[config.mk]
export PLATFORM = sky130hd
export DESIGN_NAME = q2e_mid_queue
export DESIGN_NICKNAME = d
export VERILOG_FILES = /design/src/q2e_pkg.sv /design/src/q2e_mid_queue.sv
export SDC_FILE = /design/constraint.sdc
export NUM_CORES = 1
export LEC_CHECK = 0
export BUFFER_PORTS_ARGS = -buffer_cell sky130_fd_sc_hd__buf_4
export CAP_MARGIN = 20
export CORE_MARGIN = 4
export CORE_UTILIZATION = 47
export DETAILED_ROUTE_END_ITERATION = 8
export PLACE_DENSITY = 0.75
export SLEW_MARGIN = 20
export SYNTH_ARGS = -nofsm -noshare
export SYNTH_HDL_FRONTEND = slang
export SYNTH_SLANG_ARGS = --single-unit
[constraint.sdc]
create_clock -name clk -period 10.7 [get_ports clk]
set_input_delay 2.14 -clock clk [delete_from_list [all_inputs] [get_ports clk]]
set_output_delay 2.14 -clock clk [all_outputs]
set_load 0.02 [all_outputs]
[src/q2e_pkg.sv]
`default_nettype none
package q2e_pkg;

    localparam int CORDIC_STEPS = 16;
    localparam int CORDIC_N     = (CORDIC_STEPS > 24) ? 24 : CORDIC_STEPS;
    localparam int CW           = 36;
    localparam int ZW           = 28;
    localparam int DIV_STEPS    = 30;
    localparam int SQRT_STEPS   = 31;
    localparam logic signed [ZW-1:0] ANG_HALF_PI = ZW'(26353589);
    localparam logic signed [30:0]   DEG_MUL     = 31'(480631834);

    typedef struct packed {
        logic signed [15:0] quat_real;
        logic signed [15:0] quat_i;
        logic signed [15:0] quat_j;
        logic signed [15:0] quat_k;
    } quat_t;

    typedef struct packed {
        logic signed [15:0] yaw;
        logic signed [15:0] pitch;
        logic signed [15:0] roll;
        logic               range_flag;
    } euler_t;

    typedef struct packed {
        logic signed [CW-1:0] yx;
        logic signed [CW-1:0] yy;
        logic signed [CW-1:0] rx;
        logic signed [CW-1:0] ry;
        logic [32:0]          mag;
        logic [32:0]          norm;
        logic                 num_neg;
        logic                 zero;
        logic                 clamp;
        logic                 bypass;
    } front_t;

    function automatic logic signed [ZW-1:0] atan_val(input int i);
        logic signed [ZW-1:0] r;
        case (i)
            0:       r = ZW'(13176795);
            1:       r = ZW'(7778716);
            2:       r = ZW'(4110060);
            3:       r = ZW'(2086331);
            4:       r = ZW'(1047214);
            5:       r = ZW'(524117);
            6:       r = ZW'(262123);
            7:       r = ZW'(131069);
            default: r = ZW'(65536) >>> (i - 8);
        endcase
        return r;
    endfunction

endpackage
`default_nettype wire

[src/q2e_mid_queue.sv]
`default_nettype none
module q2e_mid_queue
    import q2e_pkg::*;
(
    input  wire logic   clk,
    input  wire logic   rst_n,
    input  wire logic   wr,
    input  wire front_t wdata,
    output logic        full,
    input  wire logic   rd,
    output logic        nonempty,
    output front_t      rdata
);

    front_t     mem_reg [0:1];
    logic       wp_reg, rp_reg;
    logic [1:0] cnt_reg;

    assign full     = (cnt_reg == 2'd2);
    assign nonempty = (cnt_reg != 2'd0);
    assign rdata    = mem_reg[rp_reg];

    always_ff @(posedge clk or negedge rst_n)
    begin
        if (!rst_n)
        begin
            wp_reg  <= 1'b0;
            rp_reg  <= 1'b0;
            cnt_reg <= 2'd0;
        end
        else
        begin
            if (wr)
                wp_reg <= !wp_reg;
            if (rd)
                rp_reg <= !rp_reg;
            cnt_reg <= cnt_reg + 2'(wr) - 2'(rd);
        end
    end

    always_ff @(posedge clk)
    begin
        if (wr)
            mem_reg[wp_reg] <= wdata;
    end

endmodule
`default_nettype wire

==> results.py <==
metrics = {
    "synth": {
        "syn_area_per_cell_um2": 23.9,
        "ys_async_sr_fraction_pct": 0.926,
        "post_synth_most_frequent_cells": "428 x sky130_fd_sc_hd__edfxtp_1, 150 x sky130_fd_sc_hd__mux2_4, 64 x sky130_fd_sc_hd__mux2_2",
        "synth-edff-count": 428,
        "synthDistinctLibCells": 13,
        "synth-seq-cells": 432,
        "post_synth_top_area_share_pct": 79.1,
        "synth_warnings": 0,
        "post_synth_main_area_contributors": "sky130_fd_sc_hd__edfxtp_1 79%, sky130_fd_sc_hd__mux2_4 14%, sky130_fd_sc_hd__mux2_2 4.4%",
        "yosys.cell_count.top_type": "sky130_fd_sc_hd__edfxtp_1",
        "ys_seq_area_share_pct": 79.7,
        "cell_type_with_the_largest_total_area_after_synthesis": "sky130_fd_sc_hd__edfxtp_1",
        "synthCells": 681,
        "synth_ff_type": "sky130_fd_sc_hd__edfxtp_1",
        "post_synthesis_cell_area_um2": 16300,
        "syn-num-nets": 901,
    },
    "worst_setup_path": {
        "reg2reg_depth": 3,
        "path_max_fanout": 128,
        "arrival_ns": 2.84,
        "crit_path_max_incr_delay_ns": 0.76,
        "cp_cell_sequence": "buf_12 -> mux2_2 -> buf_4",
        "reg2reg_setup_slack_ns": 7.51,
        "required_ns": 8.56,
        "r2r_start": "wp_reg",
        "critPathCaptureType": "output port",
        "regToRegEndpoint": "mem_reg[0][150]",
        "launching_element_type_of_the_critical_path": "flop",
        "worst-setup-path-type": "flop to output port",
        "slowest_stage": "sky130_fd_sc_hd__dfrtp_4",
    },
    "floorplanning": {
        "die-area_um2": 37600,
        "floorplan.core_area_um2": 33900,
        "design.portCount": 434,
        "rows": 67,
        "start_util_pct": 48.0,
        "chipHeight_um": 194,
        "die_width_um": 194,
    },
    "route": {
        "detail_route.drc_violations": 0,
        "dr.first_iter.drc_count": 439,
        "routed_wire_length_per_instance_um": 21.0,
        "detailedRoute.firstPassIterationCount": 4,
        "vias": 7983,
        "antenna_left": 0,
        "via_per_inst": 4.92,
        "route.final.wire_length_um": 34100,
    },
    "sta": {
        "finalCriticalPeriod_ns": 4.98,
        "timing.max_slew.rel_slack_pct": 22.0,
        "clock_skew_ns": 0.0142,
        "timing.final.setup_violations": 0,
        "worstMarginPinSlew_ns": 1.17,
        "rsz0062_at_grt": "false",
        "setup_total_negative_slack_ns": 0,
        "highest_clock_rate_ghz": 0.201,
        "final-hold-violation-count": 0,
        "period_share_pct": 46.6,
        "slew_violations": 0,
    },
    "placement": {
        "detailedPlacementHpwl_um": 23100,
        "placed_area_um2": 19900,
        "buffer_ports.inserted": 433,
        "routabilityCongestion": 0.771,
    },
    "grt": {
        "antenna_violations_before_repair": 0,
        "global_route_wire_length_before_repair_um": 50200,
        "grt_pass1_vias": 8492,
        "grt_use_total_pct": 17.2,
        "grt-ovfl-total": 0,
        "grt_start_max_net_pins": 129,
    },
    "clocking": {
        "tritoncts_buffers": 44,
        "ctsHtreeMaxLevel": 2,
        "postCtsSetupBuffers": 0,
        "clkSlewWorstSetupHoldPaths_ns": 0.06,
        "cts.sinks": 432,
        "clk_root_buffer_cell": "sky130_fd_sc_hd__clkbuf_16",
        "cts-root-to-sink-buffers": 3,
        "clkLatencyLatePin_ns": 0.52,
        "post_cts_resize_count": 0,
        "cts_hold_buf": 0,
        "cts_tree": "yes",
    },
    "power_and_ir_drop": {
        "p_leak_nw": 8.41,
        "p_int_w": 0.00417,
        "clockPowerShare_pct": 24.7,
        "combPwrFrac_pct": 36.0,
        "ir_drop_v": 0.000242,
        "power.switching_w": 0.00182,
        "sequentialPowerShare_pct": 39.3,
        "power.share.switching_pct": 30.4,
        "power_density_nw_per_um2": 281,
    },
    "job": {
        "max-cap-violations": 0,
    },
    "worst_hold_path": {
        "min-delay-start": "wp_reg",
        "holdPathStages": 1,
        "class_of_the_tightest_hold_or_removal_check": "flop to flop",
        "hold-path-endpoint": "wp_reg",
    },
    "finish": {
        "num_antenna_cells": 0,
        "nNetsFinal": 1363,
        "share_of_layout_cells_above_drive_strength_1_pct": 61.0,
        "largest_register_ff_count": 428,
        "finish.instance_area_um2": 21300,
        "areaGrowthSynthToFinish_pct": 31.1,
    },
    "run_status": {
        "run_status": "finished clean",
    },
}
power by group through the flow:
stage | clock [W] | combinational (W) | sequential (W)
6_report | 0.00148 | 0.00216 | 0.00235
5_1_grt | 0.00159 | 0.00226 | 0.00238
4_1_cts | 0.00151 | 0.00218 | 0.00236
3_5_place_dp | 0 | 0.00217 | 0.00239
3_3_place_gp | 0 | 0.00216 | 0.00237
2_1_floorplan | 0 | 0.00144 | 0.00240
layout make-up:
type,count,area (µm²)
Tap cell,448,561
Clock inverter,22,236
Timing Repair Buffer,440,3320
Multi-Input combinational cell,223,3070
Clock buffer,55,1160
Sequential cell,432,13000
Inverter,2,7.51
Fill cell,2395,12600
cell families after synthesis:
| logic type | synth area share [%] |
|---|---|
| xor+xnor | 0.254 |
| fa+ha+maj | 0.154 |
| buf+inv | 1.48 |
| flops | 79.7 |
| mux | 18.3 |
| simple gates | 0.154 |
how the worst max path moves through the flow:
stage               slack, ns  depth (start not counted)        endpoint    from
floorplan                2.55                          1   mem_reg[0][0]      wr
global placement         5.68                          4  mem_reg[0][56]      wr
detailed placement       5.66                          4  mem_reg[0][56]      wr
CTS                      5.78                          3      rdata[213]  rp_reg
global route             5.68                          3      rdata[213]  rp_reg
finish                   5.72                          3      rdata[213]  rp_reg
through the flow:
step	setup slack, ns	total power, W	instances	util (%)	hold slack [ns]
after detailed placement	5.66	0.00457	1545	58.8	0.557
after global placement	5.68	0.00453	1545	58.8	0.534
final	5.72	0.00599	1622	62.9	0.580
after global routing	5.68	0.00623	1622	62.9	0.599
after floorplan	2.55	0.00384	681	-	0.473
after CTS	5.78	0.00605	1622	62.9	0.572
metal layers:
| metal | vias to the layer above | GRT usage (%) | routed length, µm |
|---|---|---|---|
| li1 | 3643 | - | - |
| met1 | 3983 | 19.8 | 12700 |
| met2 | 306 | 30.9 | 17900 |
| met3 | 51 | 5.65 | 2750 |
| met4 | 0 | 4.35 | 806 |
| met5 | - | 0 | 0 |
layout by cell type (no fill, tap or decap):
cell type,synthesis,layout
sky130_fd_sc_hd__buf_4,0,439
sky130_fd_sc_hd__edfxtp_1,428,428
sky130_fd_sc_hd__mux2_4,150,150
sky130_fd_sc_hd__mux2_2,64,64
sky130_fd_sc_hd__clkbuf_16,0,45
sky130_fd_sc_hd__clkbuf_1,0,10
sky130_fd_sc_hd__clkinv_1,0,9
sky130_fd_sc_hd__bufinv_16,0,5
sky130_fd_sc_hd__clkinv_2,0,4
sky130_fd_sc_hd__dfrtp_1,4,3
sky130_fd_sc_hd__inv_1,2,2
sky130_fd_sc_hd__xor2_1,2,2
sky130_fd_sc_hd__ha_1,2,2
sky130_fd_sc_hd__clkinvlp_4,0,2
sky130_fd_sc_hd__inv_6,0,2
sky130_fd_sc_hd__xor3_1,1,1
sky130_fd_sc_hd__nor2b_4,0,1
sky130_fd_sc_hd__or2_2,1,1
sky130_fd_sc_hd__nor2b_1,2,1
sky130_fd_sc_hd__and2_4,0,1
sky130_fd_sc_hd__buf_12,0,1
sky130_fd_sc_hd__dfrtp_4,0,1
worst max-delay path, delay by kind of cell, from the launching register on:
family | cells | cell delay (ns)
flops | 1 | 0.76
mux | 1 | 0.42
buf+inv | 2 | 0.76
Note: power is estimated with default switching activity, not from simulation.
